$ cat config.mk
export PLATFORM = sky130hd
export DESIGN_NAME = prime_list_trial_division
export DESIGN_NICKNAME = d
export VERILOG_FILES = /design/src/hw/rtl/plt_pkg.sv /design/src/hw/rtl/plt_ram.sv /design/src/hw/rtl/plt_rem.sv /design/src/hw/rtl/plt_dp.sv /design/src/hw/rtl/plt_ctrl.sv /design/src/hw/rtl/prime_list_trial_division.sv
export SDC_FILE = /design/constraint.sdc
export NUM_CORES = 1
export LEC_CHECK = 0
export BUFFER_PORTS_ARGS = -buffer_cell sky130_fd_sc_hd__buf_2
export CORE_MARGIN = 1.5
export CORE_UTILIZATION = 50
export CTS_CLUSTER_DIAMETER = 30
export DETAILED_ROUTE_END_ITERATION = 8
export PLACE_DENSITY = 0.75
export SYNTH_ARGS = -nofsm -noshare
export SYNTH_HDL_FRONTEND = slang
export SYNTH_SLANG_ARGS = --single-unit
$ cat constraint.sdc
create_clock -name clk_i -period 15.2 [get_ports clk_i]
set_input_delay 4.56 -clock clk_i [delete_from_list [all_inputs] [get_ports clk_i]]
set_output_delay 4.56 -clock clk_i [all_outputs]
set_load 0.1 [all_outputs]
$ cat src/hw/rtl/plt_pkg.sv
// ----------------------------------------------------------------------------
// plt_pkg
// Shared constants, microcode types and the control store of the prime lister.
// ----------------------------------------------------------------------------
package plt_pkg;

  // Sizes of the prime table and of the values it holds
  localparam int unsigned TABLE_DEPTH = 64;
  localparam int unsigned ADDR_W      = $clog2(TABLE_DEPTH);
  localparam int unsigned CNT_W       = ADDR_W + 1;
  localparam int unsigned VAL_W       = 9;
  localparam int unsigned SQ_W        = 2 * VAL_W;
  localparam int unsigned STEP_W      = $clog2(VAL_W + 1);
  localparam int unsigned PC_W        = 5;

  localparam logic [VAL_W-1:0] MAX_LIMIT  = VAL_W'(311);
  localparam logic [VAL_W-1:0] FIRST_CAND = VAL_W'(5);
  localparam logic [VAL_W-1:0] SEED_TWO   = VAL_W'(2);
  localparam logic [VAL_W-1:0] SEED_THREE = VAL_W'(3);

  // Datapath operation carried by each control word
  typedef enum logic [3:0] {
    OP_NOP,
    OP_ACCEPT,
    OP_SEED0,
    OP_SEED1,
    OP_IDX1,
    OP_READ,
    OP_SQUARE,
    OP_REM_START,
    OP_INC_IDX,
    OP_APPEND,
    OP_NEXT_CAND,
    OP_SHOW
  } op_e;

  // Jump condition carried by each control word
  typedef enum logic [3:0] {
    COND_NEVER,
    COND_ALWAYS,
    COND_NO_INPUT,
    COND_CAND_DONE,
    COND_IDX_END,
    COND_SQ_GT,
    COND_REM_BUSY,
    COND_REM_ZERO,
    COND_LIM_LT3,
    COND_OUT_BUSY,
    COND_LAST
  } cond_e;

  typedef struct packed {
    op_e             op;
    cond_e           cond;
    logic [PC_W-1:0] target;
  } ucode_t;

  // Flags the datapath hands back to the sequencer
  typedef struct packed {
    logic cand_done;
    logic idx_end;
    logic sq_gt;
    logic rem_busy;
    logic rem_zero;
    logic lim_lt3;
    logic out_busy;
    logic last;
  } status_t;

  // Step addresses of the program
  localparam logic [PC_W-1:0] UA_IDLE     = PC_W'(0);
  localparam logic [PC_W-1:0] UA_SEED0    = PC_W'(1);
  localparam logic [PC_W-1:0] UA_SEED1    = PC_W'(2);
  localparam logic [PC_W-1:0] UA_CHECK    = PC_W'(3);
  localparam logic [PC_W-1:0] UA_DIV_RD   = PC_W'(4);
  localparam logic [PC_W-1:0] UA_SQUARE   = PC_W'(5);
  localparam logic [PC_W-1:0] UA_SQ_TEST  = PC_W'(6);
  localparam logic [PC_W-1:0] UA_REM_WAIT = PC_W'(7);
  localparam logic [PC_W-1:0] UA_REM_TEST = PC_W'(8);
  localparam logic [PC_W-1:0] UA_INC_DIV  = PC_W'(9);
  localparam logic [PC_W-1:0] UA_APPEND   = PC_W'(10);
  localparam logic [PC_W-1:0] UA_NEXT     = PC_W'(11);
  localparam logic [PC_W-1:0] UA_EMIT     = PC_W'(12);
  localparam logic [PC_W-1:0] UA_OUT_RD   = PC_W'(13);
  localparam logic [PC_W-1:0] UA_OUT_WAIT = PC_W'(14);
  localparam logic [PC_W-1:0] UA_SHOW     = PC_W'(15);
  localparam logic [PC_W-1:0] UA_OUT_INC  = PC_W'(16);
  localparam logic [PC_W-1:0] UA_OUT_LOOP = PC_W'(17);

  // Control store: one word per step
  function automatic ucode_t ucode_rom(input logic [PC_W-1:0] pc);
    ucode_t uw;
    case (pc)
      UA_IDLE:     uw = '{OP_ACCEPT,    COND_NO_INPUT,  UA_IDLE};
      UA_SEED0:    uw = '{OP_SEED0,     COND_NEVER,     UA_IDLE};
      UA_SEED1:    uw = '{OP_SEED1,     COND_NEVER,     UA_IDLE};
      UA_CHECK:    uw = '{OP_IDX1,      COND_CAND_DONE, UA_EMIT};
      UA_DIV_RD:   uw = '{OP_READ,      COND_IDX_END,   UA_APPEND};
      UA_SQUARE:   uw = '{OP_SQUARE,    COND_NEVER,     UA_IDLE};
      UA_SQ_TEST:  uw = '{OP_REM_START, COND_SQ_GT,     UA_APPEND};
      UA_REM_WAIT: uw = '{OP_NOP,       COND_REM_BUSY,  UA_REM_WAIT};
      UA_REM_TEST: uw = '{OP_NOP,       COND_REM_ZERO,  UA_NEXT};
      UA_INC_DIV:  uw = '{OP_INC_IDX,   COND_ALWAYS,    UA_DIV_RD};
      UA_APPEND:   uw = '{OP_APPEND,    COND_NEVER,     UA_IDLE};
      UA_NEXT:     uw = '{OP_NEXT_CAND, COND_ALWAYS,    UA_CHECK};
      UA_EMIT:     uw = '{OP_IDX1,      COND_LIM_LT3,   UA_IDLE};
      UA_OUT_RD:   uw = '{OP_READ,      COND_NEVER,     UA_IDLE};
      UA_OUT_WAIT: uw = '{OP_NOP,       COND_OUT_BUSY,  UA_OUT_WAIT};
      UA_SHOW:     uw = '{OP_SHOW,      COND_NEVER,     UA_IDLE};
      UA_OUT_INC:  uw = '{OP_INC_IDX,   COND_LAST,      UA_IDLE};
      UA_OUT_LOOP: uw = '{OP_NOP,       COND_ALWAYS,    UA_OUT_RD};
      default:     uw = '{OP_NOP,       COND_ALWAYS,    UA_IDLE};
    endcase
    return uw;
  endfunction

endpackage

$ cat src/hw/rtl/plt_ram.sv
// ----------------------------------------------------------------------------
// plt_ram
// Generic single-clock RAM, one write port and one registered read port.
// ----------------------------------------------------------------------------
module plt_ram #(
  parameter int unsigned WIDTH  = 8,
  parameter int unsigned DEPTH  = 16,
  parameter int unsigned ADDR_W = $clog2(DEPTH)
) (
  input  logic              clk_i,
  input  logic              we_i,
  input  logic [ADDR_W-1:0] waddr_i,
  input  logic [WIDTH-1:0]  wdata_i,
  input  logic              re_i,
  input  logic [ADDR_W-1:0] raddr_i,
  output logic [WIDTH-1:0]  rdata_o
);

  logic [WIDTH-1:0] mem_q [DEPTH];
  logic [WIDTH-1:0] rdata_q;

  // Write and registered read
  always_ff @(posedge clk_i) begin
    if (we_i) begin
      mem_q[waddr_i] <= wdata_i;
    end
    if (re_i) begin
      rdata_q <= mem_q[raddr_i];
    end
  end

  assign rdata_o = rdata_q;

endmodule

$ cat src/hw/rtl/plt_rem.sv
// ----------------------------------------------------------------------------
// plt_rem
// Restoring remainder unit: one quotient bit per cycle, flags a zero remainder.
// ----------------------------------------------------------------------------
module plt_rem (
  input  logic                      clk_i,
  input  logic                      rst_ni,
  input  logic                      start_i,
  input  logic [plt_pkg::VAL_W-1:0] dividend_i,
  input  logic [plt_pkg::VAL_W-1:0] divisor_i,
  output logic                      busy_o,
  output logic                      rem_zero_o
);

  logic                       busy_q, busy_d;
  logic [plt_pkg::STEP_W-1:0] step_q, step_d;
  logic [plt_pkg::VAL_W-1:0]  num_q, num_d;
  logic [plt_pkg::VAL_W-1:0]  den_q, den_d;
  logic [plt_pkg::VAL_W-1:0]  rem_q, rem_d;
  logic [plt_pkg::VAL_W:0]    trial;
  logic [plt_pkg::VAL_W:0]    diff;

  // Shift in the next dividend bit and subtract where it fits
  assign trial = {rem_q, num_q[plt_pkg::VAL_W-1]};
  assign diff  = trial - {1'b0, den_q};

  always_comb begin
    busy_d = busy_q;
    step_d = step_q;
    num_d  = num_q;
    den_d  = den_q;
    rem_d  = rem_q;
    if (start_i) begin
      busy_d = 1'b1;
      step_d = plt_pkg::STEP_W'(plt_pkg::VAL_W);
      num_d  = dividend_i;
      den_d  = divisor_i;
      rem_d  = '0;
    end else if (busy_q) begin
      num_d  = {num_q[plt_pkg::VAL_W-2:0], 1'b0};
      rem_d  = (trial >= {1'b0, den_q}) ? diff[plt_pkg::VAL_W-1:0]
                                         : trial[plt_pkg::VAL_W-1:0];
      step_d = step_q - plt_pkg::STEP_W'(1);
      busy_d = (step_q != plt_pkg::STEP_W'(1));
    end
  end

  always_ff @(posedge clk_i or negedge rst_ni) begin
    if (!rst_ni) begin
      busy_q <= 1'b0;
      step_q <= '0;
    end else begin
      busy_q <= busy_d;
      step_q <= step_d;
    end
  end

  // Operands need no reset
  always_ff @(posedge clk_i) begin
    num_q <= num_d;
    den_q <= den_d;
    rem_q <= rem_d;
  end

  assign busy_o     = busy_q;
  assign rem_zero_o = (rem_q == '0);

endmodule

$ cat src/hw/rtl/plt_dp.sv
// ----------------------------------------------------------------------------
// plt_dp
// Datapath: limit, candidate and index registers, prime table, squarer,
// remainder unit and the output register, all steered by the control word.
// ----------------------------------------------------------------------------
module plt_dp (
  input  logic                      clk_i,
  input  logic                      rst_ni,
  input  plt_pkg::op_e              op_i,
  input  logic                      in_valid_i,
  input  logic [plt_pkg::VAL_W-1:0] limit_i,
  input  logic                      out_ready_i,
  output plt_pkg::status_t          status_o,
  output logic                      out_valid_o,
  output logic [plt_pkg::VAL_W-1:0] prime_value_o,
  output logic                      last_o
);

  logic [plt_pkg::VAL_W-1:0]  lim_q, lim_d;
  logic [plt_pkg::VAL_W-1:0]  cand_q, cand_d;
  logic [plt_pkg::CNT_W-1:0]  cnt_q, cnt_d;
  logic [plt_pkg::CNT_W-1:0]  idx_q, idx_d;
  logic [plt_pkg::SQ_W-1:0]   sq_q, sq_d;
  logic                       out_valid_q, out_valid_d;
  logic [plt_pkg::VAL_W-1:0]  prime_q, prime_d;
  logic                       last_q, last_d;

  logic                       ram_we;
  logic [plt_pkg::ADDR_W-1:0] ram_waddr;
  logic [plt_pkg::VAL_W-1:0]  ram_wdata;
  logic                       ram_re;
  logic [plt_pkg::VAL_W-1:0]  ram_rdata;
  logic [plt_pkg::SQ_W-1:0]   q_wide;
  logic [plt_pkg::CNT_W-1:0]  idx_next;
  logic                       is_last;
  logic                       rem_busy;
  logic                       rem_zero;

  assign q_wide   = {{plt_pkg::VAL_W{1'b0}}, ram_rdata};
  assign idx_next = idx_q + plt_pkg::CNT_W'(1);
  assign is_last  = (idx_next >= cnt_q);

  // Table write port: seeds and appended primes
  always_comb begin
    ram_we    = 1'b0;
    ram_waddr = cnt_q[plt_pkg::ADDR_W-1:0];
    ram_wdata = cand_q;
    case (op_i)
      plt_pkg::OP_SEED0: begin
        ram_we    = 1'b1;
        ram_waddr = '0;
        ram_wdata = plt_pkg::SEED_TWO;
      end
      plt_pkg::OP_SEED1: begin
        ram_we    = 1'b1;
        ram_waddr = plt_pkg::ADDR_W'(1);
        ram_wdata = plt_pkg::SEED_THREE;
      end
      plt_pkg::OP_APPEND: begin
        ram_we = 1'b1;
      end
      default: begin
        ram_we = 1'b0;
      end
    endcase
  end

  assign ram_re = (op_i == plt_pkg::OP_READ);

  plt_ram #(
    .WIDTH (plt_pkg::VAL_W),
    .DEPTH (plt_pkg::TABLE_DEPTH)
  ) u_table (
    .clk_i   (clk_i),
    .we_i    (ram_we),
    .waddr_i (ram_waddr),
    .wdata_i (ram_wdata),
    .re_i    (ram_re),
    .raddr_i (idx_q[plt_pkg::ADDR_W-1:0]),
    .rdata_o (ram_rdata)
  );

  plt_rem u_rem (
    .clk_i      (clk_i),
    .rst_ni     (rst_ni),
    .start_i    (op_i == plt_pkg::OP_REM_START),
    .dividend_i (cand_q),
    .divisor_i  (ram_rdata),
    .busy_o     (rem_busy),
    .rem_zero_o (rem_zero)
  );

  // Register updates per operation
  always_comb begin
    lim_d       = lim_q;
    cand_d      = cand_q;
    cnt_d       = cnt_q;
    idx_d       = idx_q;
    sq_d        = sq_q;
    out_valid_d = out_valid_q;
    prime_d     = prime_q;
    last_d      = last_q;
    if (out_valid_q && out_ready_i) begin
      out_valid_d = 1'b0;
    end
    case (op_i)
      plt_pkg::OP_ACCEPT: begin
        if (in_valid_i) begin
          lim_d = (limit_i > plt_pkg::MAX_LIMIT) ? plt_pkg::MAX_LIMIT : limit_i;
        end
      end
      plt_pkg::OP_SEED1: begin
        cnt_d  = plt_pkg::CNT_W'(2);
        cand_d = plt_pkg::FIRST_CAND;
      end
      plt_pkg::OP_IDX1: begin
        idx_d = plt_pkg::CNT_W'(1);
      end
      plt_pkg::OP_SQUARE: begin
        sq_d = q_wide * q_wide;
      end
      plt_pkg::OP_INC_IDX: begin
        idx_d = idx_next;
      end
      plt_pkg::OP_APPEND: begin
        cnt_d = cnt_q + plt_pkg::CNT_W'(1);
      end
      plt_pkg::OP_NEXT_CAND: begin
        cand_d = cand_q + plt_pkg::VAL_W'(2);
      end
      plt_pkg::OP_SHOW: begin
        out_valid_d = 1'b1;
        prime_d     = ram_rdata;
        last_d      = is_last;
      end
      default: begin
        lim_d = lim_q;
      end
    endcase
  end

  always_ff @(posedge clk_i or negedge rst_ni) begin
    if (!rst_ni) begin
      cand_q      <= '0;
      cnt_q       <= '0;
      idx_q       <= '0;
      out_valid_q <= 1'b0;
    end else begin
      cand_q      <= cand_d;
      cnt_q       <= cnt_d;
      idx_q       <= idx_d;
      out_valid_q <= out_valid_d;
    end
  end

  // Payload registers
  always_ff @(posedge clk_i) begin
    lim_q   <= lim_d;
    sq_q    <= sq_d;
    prime_q <= prime_d;
    last_q  <= last_d;
  end

  // Flags for the sequencer
  assign status_o.cand_done = (cand_q > lim_q) ||
                              (cnt_q >= plt_pkg::CNT_W'(plt_pkg::TABLE_DEPTH));
  assign status_o.idx_end   = (idx_q >= cnt_q);
  assign status_o.sq_gt     = (sq_q > {{plt_pkg::VAL_W{1'b0}}, cand_q});
  assign status_o.rem_busy  = rem_busy;
  assign status_o.rem_zero  = rem_zero;
  assign status_o.lim_lt3   = (lim_q < plt_pkg::SEED_THREE);
  assign status_o.out_busy  = out_valid_q;
  assign status_o.last      = is_last;

  assign out_valid_o   = out_valid_q;
  assign prime_value_o = prime_q;
  assign last_o        = last_q;

endmodule

$ cat src/hw/rtl/plt_ctrl.sv
// ----------------------------------------------------------------------------
// plt_ctrl
// Microcode sequencer: step counter, control store and conditional jumps.
// ----------------------------------------------------------------------------
module plt_ctrl (
  input  logic             clk_i,
  input  logic             rst_ni,
  input  logic             in_valid_i,
  input  plt_pkg::status_t status_i,
  output plt_pkg::op_e     op_o
);

  logic [plt_pkg::PC_W-1:0] pc_q, pc_d;
  plt_pkg::ucode_t          uw;
  logic                     take;

  assign uw = plt_pkg::ucode_rom(pc_q);

  // Evaluate the jump condition of the current word
  always_comb begin
    case (uw.cond)
      plt_pkg::COND_NEVER:     take = 1'b0;
      plt_pkg::COND_ALWAYS:    take = 1'b1;
      plt_pkg::COND_NO_INPUT:  take = !in_valid_i;
      plt_pkg::COND_CAND_DONE: take = status_i.cand_done;
      plt_pkg::COND_IDX_END:   take = status_i.idx_end;
      plt_pkg::COND_SQ_GT:     take = status_i.sq_gt;
      plt_pkg::COND_REM_BUSY:  take = status_i.rem_busy;
      plt_pkg::COND_REM_ZERO:  take = status_i.rem_zero;
      plt_pkg::COND_LIM_LT3:   take = status_i.lim_lt3;
      plt_pkg::COND_OUT_BUSY:  take = status_i.out_busy;
      plt_pkg::COND_LAST:      take = status_i.last;
      default:                 take = 1'b1;
    endcase
  end

  // Jump or advance
  assign pc_d = take ? uw.target : pc_q + plt_pkg::PC_W'(1);

  always_ff @(posedge clk_i or negedge rst_ni) begin
    if (!rst_ni) begin
      pc_q <= plt_pkg::UA_IDLE;
    end else begin
      pc_q <= pc_d;
    end
  end

  assign op_o = uw.op;

endmodule

$ cat src/hw/rtl/prime_list_trial_division.sv
// Each trial divisor is read and squared; while its square does not exceed the
// candidate, the remainder unit divides it into the candidate. Results leave
// one prime at a time, the next only once the last one has been taken.
// One request at a time; the next is taken once the last prime is registered.
// Reset clears the sequencer and output valid; the prime table is rebuilt on
// every request and needs no clearing.
// ----------------------------------------------------------------------------
// prime_list_trial_division
// Lists the odd primes up to a requested limit by trial division against a
// table of earlier primes, under control of a microcoded sequencer.
// ----------------------------------------------------------------------------
module prime_list_trial_division (
  input  logic                      clk_i,
  input  logic                      rst_ni,
  input  logic                      in_valid_i,
  output logic                      in_ready_o,
  input  logic [plt_pkg::VAL_W-1:0] limit_i,
  output logic                      out_valid_o,
  input  logic                      out_ready_i,
  output logic [plt_pkg::VAL_W-1:0] prime_value_o,
  output logic                      last_o
);

  plt_pkg::op_e     op;
  plt_pkg::status_t status;

  plt_ctrl u_ctrl (
    .clk_i      (clk_i),
    .rst_ni     (rst_ni),
    .in_valid_i (in_valid_i),
    .status_i   (status),
    .op_o       (op)
  );

  plt_dp u_dp (
    .clk_i         (clk_i),
    .rst_ni        (rst_ni),
    .op_i          (op),
    .in_valid_i    (in_valid_i),
    .limit_i       (limit_i),
    .out_ready_i   (out_ready_i),
    .status_o      (status),
    .out_valid_o   (out_valid_o),
    .prime_value_o (prime_value_o),
    .last_o        (last_o)
  );

  // Take a request only in the waiting step
  assign in_ready_o = (op == plt_pkg::OP_ACCEPT);

endmodule

# Word level (Yosys, flattened, before mapping)

Memories as Yosys holds them, arrays and structs flattened. A register that Yosys moved wholly into a read port is not among the register bits.
Index checks and enable logic that the tools add are counted.

Output and inout port bits: 12
Register bits after elaboration: 98
Memory bits (read-only): 384
Memory bits (writable): 576
Memories kept: 2
Word-level logic and storage cells: 83

Memories:

| memory             | words | width | read ports | clocked after memory_dff | write ports | RTL line      | RTL |
|---|---|---|---|---|---|---|---|
| u_dp.u_table.mem_q | 64    | 9     | 1          | 1                        | 1           | plt_ram.sv:19 | `logic [WIDTH-1:0] mem_q [DEPTH];` |
| (name not given)   | 32    | 12    | 1          | 0                        | 0           | plt_pkg.sv:93 | `case (pc)` |

Multiplexer cells: 19
Add/subtract/negate cells: 6
Reduce and logical (&&, ||, !) cells: 12
Equality and inequality tests: 21
Magnitude comparators: 8
Multiply operators: 1

Operators with widths:

| cell                | number |
|---|---|
| $pmux 9 s2          | 2 |
| $eq 4x3->1 const B  | 8 |
| $eq 4x4->1 const B  | 7 |
| $pmux 7 s2          | 2 |
| $mux 9              | 3 |
| $gt 18x9->1         | 1 |
| $mul 9x9->18        | 1 |
| $eq 4x2->1 const B  | 4 |
| $add 7x1->7 const B | 2 |
| $ge 7x7->1          | 2 |
| $pmux 6 s2          | 1 |
| $ge 10x9->1         | 1 |
| $pmux 1 s10         | 1 |
| $reduce_bool 2->1   | 5 |
| $add 9x2->9 const B | 1 |
| $gt 9x9->1          | 1 |
| $gt 9x9->1 const B  | 1 |
| $logic_not 9->1     | 1 |
| $lt 9x2->1 const B  | 1 |
| $sub 9x9->9         | 1 |
| $mux 4              | 2 |
| $ge 7x7->1 const B  | 1 |
| $mux 1              | 7 |
| $add 5x1->5 const B | 1 |
| other kinds (10)    | 10 |

# Longest topological paths before layout

Gate-level depths: netlist of run 1.
An unclocked memory read counts as a cell.

Depth after elaboration: 6
Gate-level depth with buffers: 20
Mapped depth without buffers: 18

# Modules after synthesis

A second synthesis of run 1 with hierarchy kept.

Cell total of the unflattened synthesis: 1898
Area total of the unflattened synthesis: 30820.8 um2

By module, submodules not included:

| module                    | instances | sequential area each (um2) | area an instance (um2) | cells an instance |
|---|---|---|---|---|
| plt_ram                   | 1         | 17566.8                    | 22684.3                | 1020 |
| plt_dp                    | 1         | 1681.6                     | 5481.5                 | 604 |
| plt_rem                   | 1         | 845.8                      | 1804.2                 | 163 |
| plt_ctrl                  | 1         | 125.1                      | 835.8                  | 110 |
| prime_list_trial_division | 1         | 0.0                        | 15.0                   | 1 |

# Worst setup path before layout of run 1

Ideal clock, no wire load.

Path kind: register -> output
From: register u_ctrl.pc_q[2] (netlist name)
To: output port in_ready_o
Setup slack: 7.975 ns
Cell stages (with the launch flop): 9
Buffers on the path: 2
Data arrival time: 2.665 ns
Path through: dfrtp_1 -> buf_2 -> buf_2 -> inv_1 -> ha_1 -> nor2_1 -> a211o_1 -> nand2_1 -> nor2_1

Longest elaborated chain between the ends: 2

RTL lines:

| item                   | RTL line                        | RTL |
|---|---|---|
| start, declared        | plt_ctrl.sv:13                  | `logic [plt_pkg::PC_W-1:0] pc_q, pc_d;` |
| start signal, assigned | plt_ctrl.sv:42                  | `pc_q <= plt_pkg::UA_IDLE;` |
| start signal, assigned | plt_ctrl.sv:44                  | `pc_q <= pc_d;` |
| $mem_v2 32x12          | --                              |  |
| $eq 4x1->1             | prime_list_trial_division.sv:49 | `assign in_ready_o = (op == plt_pkg::OP_ACCEPT);` |
| end, declared          | prime_list_trial_division.sv:16 | `output logic in_ready_o,` |

No other way between the ends.

# Worst setup path in the final report of run 1

From: register u_ctrl.pc_q[3] (netlist name)
To: output port in_ready_o

Same word-level chain as after synthesis.

==> metrics.txt, run 1 <==
status=complete, no violations; CTS sink cnt=682; initial antenna violation count=1; hpwl dp=39070 um; nets@finish=1960; CP arrival=3.02 ns; final worst path period share=49.90%; CP max FO=28; Placed Area=31180 um2; Startpoint Class=register; I/O Buffers=24; Starting Density=50.90%; top post-synthesis cells by count=639 x edfxtp_1, 189 x mux4_2, 120 x nor2_1, 116 x inv_1, 84 x ha_1; Flop pwr share=32.0%; Async S/R FF share, synth=4.985%; Max H-tree Level=3; CTS-repair resized insts=0; Yosys warning count=0; Static Leak=12.19 nW; FP Rows=89; pin count of the biggest net entering global routing=114; Detail Route Antenna Nets=0; Clk pwr share=29.3%; Residual DRC=0; final setup violation count=0; Post-synth EDFFs=639; combinational share of power=38.7%; register area share after synthesis=66.92%; setup bufs post-CTS=0; Longest Clk Path Bufs=3; Yosys top cell by area=edfxtp_1; Setup TNS=0 ns; mean area per synthesized cell=17.31 um2; Area Overhead vs Synth=15.82%; via count=16530; clock root buffer=clkbuf_16; Mapped Area=30210 um2; Placeable Area=59350 um2; Hold Crit Class=reg -> reg; cell internal pwr=0.005427 W; Period minus WS final=7.584 ns; Hold Vio Cnt, Final=0; Setup CP Type=reg -> out; design area=34990 um2; fraction of layout cells with a size suffix above 1=23.54%; drt wl/cell=25.45 um; boundary pin count=25; first-pass GRT wire length=104900 um; via/cell ratio=6.128; Highest Clock Rate=131.9 MHz; DIE AREA=61910 um2; placer congestion estimate=0.8295; worst path required time=10.64 ns; gr usage total=22.53%; most numerous cell in the Yosys netlist=edfxtp_1; Main synth FF type=edfxtp_1; DR pass1 iterations=5; Starting DRT DRC Count=1724; ranking of synthesized cells by area=edfxtp_1 64%, mux4_2 14%, ha_1 3.5%; Sw Share=36.52%; critical path endpoint category=output port; Rel. slew slack=17.32%; Num CTS Buffers=113; number of global-route vias before repair=16880; Least-Margin Pin Slew=1.232 ns; max-slew violations=0; gr ovfl total=0; Die X-Extent=248.8 um; Skew-Pair Late Insertion Delay=0.68 ns; pwr dens=244.3 nW/um2; Cells after Synth=1745; Fin Clk Skew=0.04021 ns; synth unique cells=70; Reg clk slew, reported paths=0.05 ns; CTS tree=built; hold_buf cts=0; Max Cap Viol=0; WL final=68650 um; post-synth top area share=63.51%; Die Y=248.8 um; Net Sw Power=0.003122 W; r2r setup slk=10.06 ns; VDD IR max=0.2452 mV; unrepaired setup endpoints after global routing=false; syn nets=1877; Yosys reg bits=682
## worst max-delay path, stage by stage (launching register included)
cell      delay, ns
dfrtp_1        0.91
nor3_1         0.16
a211oi_2       0.47
nand2_1        0.17
nor2_1         0.18
buf_2          0.46
## placed cells by master, fill, tap and decap left out, drive strengths merged, types with 4 or more instances in the layout
master,count
edfxtp,639
mux4,189
inv,133
clkbuf,121
nor2,120
ha,84
nand2,74
clkinv,50
o21ai,45
buf,44
a21oi,43
fa,35
dfrtp,34
nand3,29
and2,27
nor3,20
xnor2,19
nand2b,16
nand4,14
clkinvlp,14
mux2i,13
and3,10
bufinv,10
xor2,9
a21o,9
dfxtp,9
nor2b,8
o211ai,8
a211oi,8
nor4,8
a22o,7
a21boi,7
or2,7
or4,5
o31ai,5
or3,4
a31oi,4
o21a,4
## layout make-up
| class | instances | area, um2 |
|---|---|---|
| clock inverters | 90 | 912.1 |
| repair buffers | 44 | 282.8 |
| fillers | 4195 | 24360 |
| flip-flops and latches | 682 | 20230 |
| diodes | 1 | 2.502 |
| clock buffers | 121 | 2900 |
| well taps | 773 | 967.2 |
| inverters | 117 | 439.2 |
| multi-input cells | 870 | 9259 |
## final timing paths
path | end | from | cells past startpoint
worst min register to register | u_dp.u_rem.rem_q[8] | u_dp.u_rem.rem_q[8] | 2
worst max-delay path | in_ready_o | u_ctrl.pc_q[3] | 5
max in group asynchronous | u_dp.idx_q[0] | rst_ni | 1
min in group asynchronous | u_dp.u_rem.step_q[1] | rst_ni | 1
worst min-delay path | u_dp.u_rem.rem_q[8] | u_dp.u_rem.rem_q[8] | 2
worst max register to register | u_dp.sq_q[17] | u_dp.u_table.rdata_o[1] | 15
## power by group through the flow
stage               logic [W]  registers (W)  clock network (W)
detailed placement    0.00329        0.00277                  0
CTS                   0.00334        0.00274            0.00253
floorplan             0.00248        0.00271                  0
global route          0.00371        0.00276            0.00261
finish                0.00331        0.00273            0.00250
global placement      0.00320        0.00276                  0
## kinds of logic (layout without fill, tap and decap cells)
| family | after synthesis | in the layout | share of synthesized area, % |
|---|---|---|---|
| xor+xnor | 28 | 28 | 0.8117 |
| simple gates | 352 | 352 | 5.628 |
| other cells | 0 | 1 | 0 |
| flops | 682 | 682 | 66.92 |
| compound gates | 166 | 166 | 3.549 |
| mux | 205 | 205 | 14.63 |
| buf+inv | 193 | 372 | 2.659 |
| fa+ha+maj | 119 | 119 | 5.798 |
## flip-flops by register name, indices dropped and copies added, names as in the netlist, 7 cells and up
register,count
u_dp.u_rem.den_q,9
u_dp.prime_value_o,9
u_dp.u_rem.num_q,9
u_dp.u_rem.rem_q,9
u_dp.cand_q,9
u_dp.idx_q,7
u_dp.cnt_q,7
u_dp.lim_q,9
u_dp.u_table.rdata_o,9
u_dp.sq_q,17
u_dp.u_table.mem_q,576
## metrics by stage
stage                     std cells  setup slack (ns)  hold WS, ns  total power [W]  utilization, %
final                          2698             7.616       0.5015         0.008549           58.96
after global routing           2697             7.458       0.5399         0.009078           58.95
after CTS                      2697             7.620       0.4964         0.008602           58.95
after detailed placement       2486             8.334       0.4863         0.006056           52.53
after global placement         2486             8.374       0.4829         0.005955           52.53
after floorplan                1745             7.975       0.4430         0.005185               -
## layer usage
| metal | vias up | global-route usage, % | part of all wire, % |
|---|---|---|---|
| met5 | - | 0 | 0.019 |
| met2 | 776 | 36.56 | 49 |
| met4 | 2 | 8.449 | 3.3 |
| li1 | 7041 | - | - |
| met1 | 8560 | 30.53 | 40 |
| met3 | 153 | 4.284 | 7.6 |
(Power assumes the default switching activity.)
==> run 2, diff against run 1 <==
PLACE_DENSITY = 0.78   (was 0.75)
clock period = 6.48 ns   (was 15.2 ns; I/O delays follow)
==> metrics.txt, run 2 (synthesis gave the netlist of run 1 again) <==
register area=20230 um2; Detail Route Antenna Nets=0; commonest non-fill, non-tap cell in the layout=edfxtp_1; Static Leak=12.24 nW; Fin Clk Skew=0.03654 ns; reg2reg path depth=14; Critical path origin=u_ctrl.pc_q[3]; Clk pwr share=30.3%; final worst path period share=78.05%; I/O Buffers=24; Hold Crit Class=reg -> reg; Hold Vio Cnt, Final=0; Rel. slew slack=16.79%; worst r2r src=u_dp.u_table.rdata_o[2]; number of global-route vias before repair=17160; most frequent cells in the layout=639 x edfxtp_1, 189 x mux4_2, 116 x inv_1; gr usage total=22.96%; Least-Margin Pin Slew=1.248 ns; Setup CP Type=reg -> out; hold_buf cts=0; combinational share of power=38.4%; Num CTS Buffers=114; Skew-Pair Late Insertion Delay=0.68 ns; status=complete, no violations; CP max FO=28; pwr dens=582.5 nW/um2; Die X-Extent=248.8 um; clock root buffer=clkbuf_16; fraction of layout cells with a size suffix above 1=23.22%; worst path required time=4.54 ns; Starting Density=50.90%; final setup violation count=0; Layout fillers=4101; DR pass1 iterations=7; post-place setup slack=1.525 ns; via count=16610; Max Cap Viol=0; max-slew violations=0; PnR worst setup slack=1.422 ns; unrepaired setup endpoints after global routing=false; Longest Clk Path Bufs=3; number of flip-flops in the largest register=576; DIE AREA=61910 um2; CP bufs+invs=1; Sw Share=36.14%; FP Rows=89; multi-input combinational cell area=9259 um2; pin count of the biggest net entering global routing=75; Setup TNS=0 ns; WL final=69370 um; Placeable Area=59350 um2; setup bufs post-CTS=0; Reg clk slew, reported paths=0.05 ns; Cell Chain, Critical Path=nor3_1 -> a211oi_2 -> nand2_1 -> nor2_1 -> buf_2; Flop pwr share=31.4%; VDD IR max=0.5530 mV; hold_sp=u_dp.u_rem.rem_q[8]; Startpoint Class=register; Top Family by Delay on Critical Path=flip-flops; CTS sink cnt=682; crit-path max cell delay=0.91 ns; final core area utilization=59.28%; boundary pin count=25; CP arrival=3.11 ns; nets@finish=1960; via/cell ratio=6.146; initial antenna violation count=2; worst hold slack=0.5023 ns; Net Sw Power=0.007406 W; Largest Register=u_dp.u_table.mem_q; gr ovfl total=0; CP Depth=5; Placed Area=31170 um2; drt wl/cell=25.66 um; Period minus WS final=5.058 ns; first-pass GRT wire length=106700 um; hpwl dp=39680 um; Max H-tree Level=3; Highest Clock Rate=197.7 MHz; Area Overhead vs Synth=16.46%; CTS tree=built; placer congestion estimate=0.8650; cell internal pwr=0.01309 W; Residual DRC=0; design area=35190 um2; Starting DRT DRC Count=1776; critical path endpoint category=output port; slowest CP cell=dfrtp_1; Top Registers=u_dp.u_table.mem_q x576, u_dp.sq_q x17; CTS-repair resized insts=0; Die Y=248.8 um; hold depth=2
-- run 2: cell count changes in the layout (fill, tap and decap cells not counted), sizes merged --
cell      previous run  this run
clkinvlp            14        17
clkinv              50        40
buf                 44        43
clkbuf             121       127
bufinv              10        18
inv                133       132
-- run 2: worst paths after layout --
| kind | endpoint | slack (ns) |
|---|---|---|
| setup / recovery | in_ready_o | 1.42 |
| min in group asynchronous | u_dp.cand_q[8] | 1.38 |
| hold / removal | u_dp.u_rem.rem_q[8] | 0.50 |
| hold reg to reg | u_dp.u_rem.rem_q[8] | 0.50 |
| setup reg to reg | u_dp.sq_q[17] | 1.51 |
| max in group asynchronous | u_dp.idx_q[0] | 4.49 |
-- run 2: per-layer routing --
metal | part of all wire, % | wire length (um) | global-route usage (%) | up-vias
met3 | 8.4 | 5853 | 4.974 | 182
met4 | 3.6 | 2501 | 9.080 | 4
met2 | 49 | 33960 | 37.29 | 887
met1 | 39 | 27020 | 30.45 | 8487
li1 | - | - | - | 7053
met5 | 0.039 | 27 | 0 | -
-- run 2: area by class of cell --
class | instances | share of cell area [%]
Multi-Input combinational cell | 870 | 26.31
Sequential cell | 682 | 57.49
Inverter | 117 | 1.248
Timing Repair Buffer | 43 | 0.7823
Clock inverter | 90 | 3.097
Tap cell | 773 | 2.749
Clock buffer | 127 | 8.307
Antenna cell | 1 | 0.007112
-- run 2: tightest hold or removal path: cells and delay by family (launching register included) --
kind | cells | cell delay (ns)
AO/OA/AOI/OAI | 1 | 0.06
AND/OR/NAND/NOR | 1 | 0.07
flip-flops | 1 | 0.32
-- run 2: power by group through the flow --
stage	logic, W	registers (W)	clock network, W
floorplan	0.00584	0.00635	0
global placement	0.00752	0.00648	0
detailed placement	0.00772	0.00650	0
CTS	0.00787	0.00643	0.00626
global route	0.00875	0.00648	0.00643
finish	0.00787	0.00643	0.00620
-- run 2: metrics by stage --
stage          power [W]  instances
4_1_cts          0.02056       2702
3_5_place_dp     0.01422       2485
6_report         0.02050       2703
3_3_place_gp     0.01401       2485
2_1_floorplan    0.01218       1745
5_1_grt          0.02166       2702
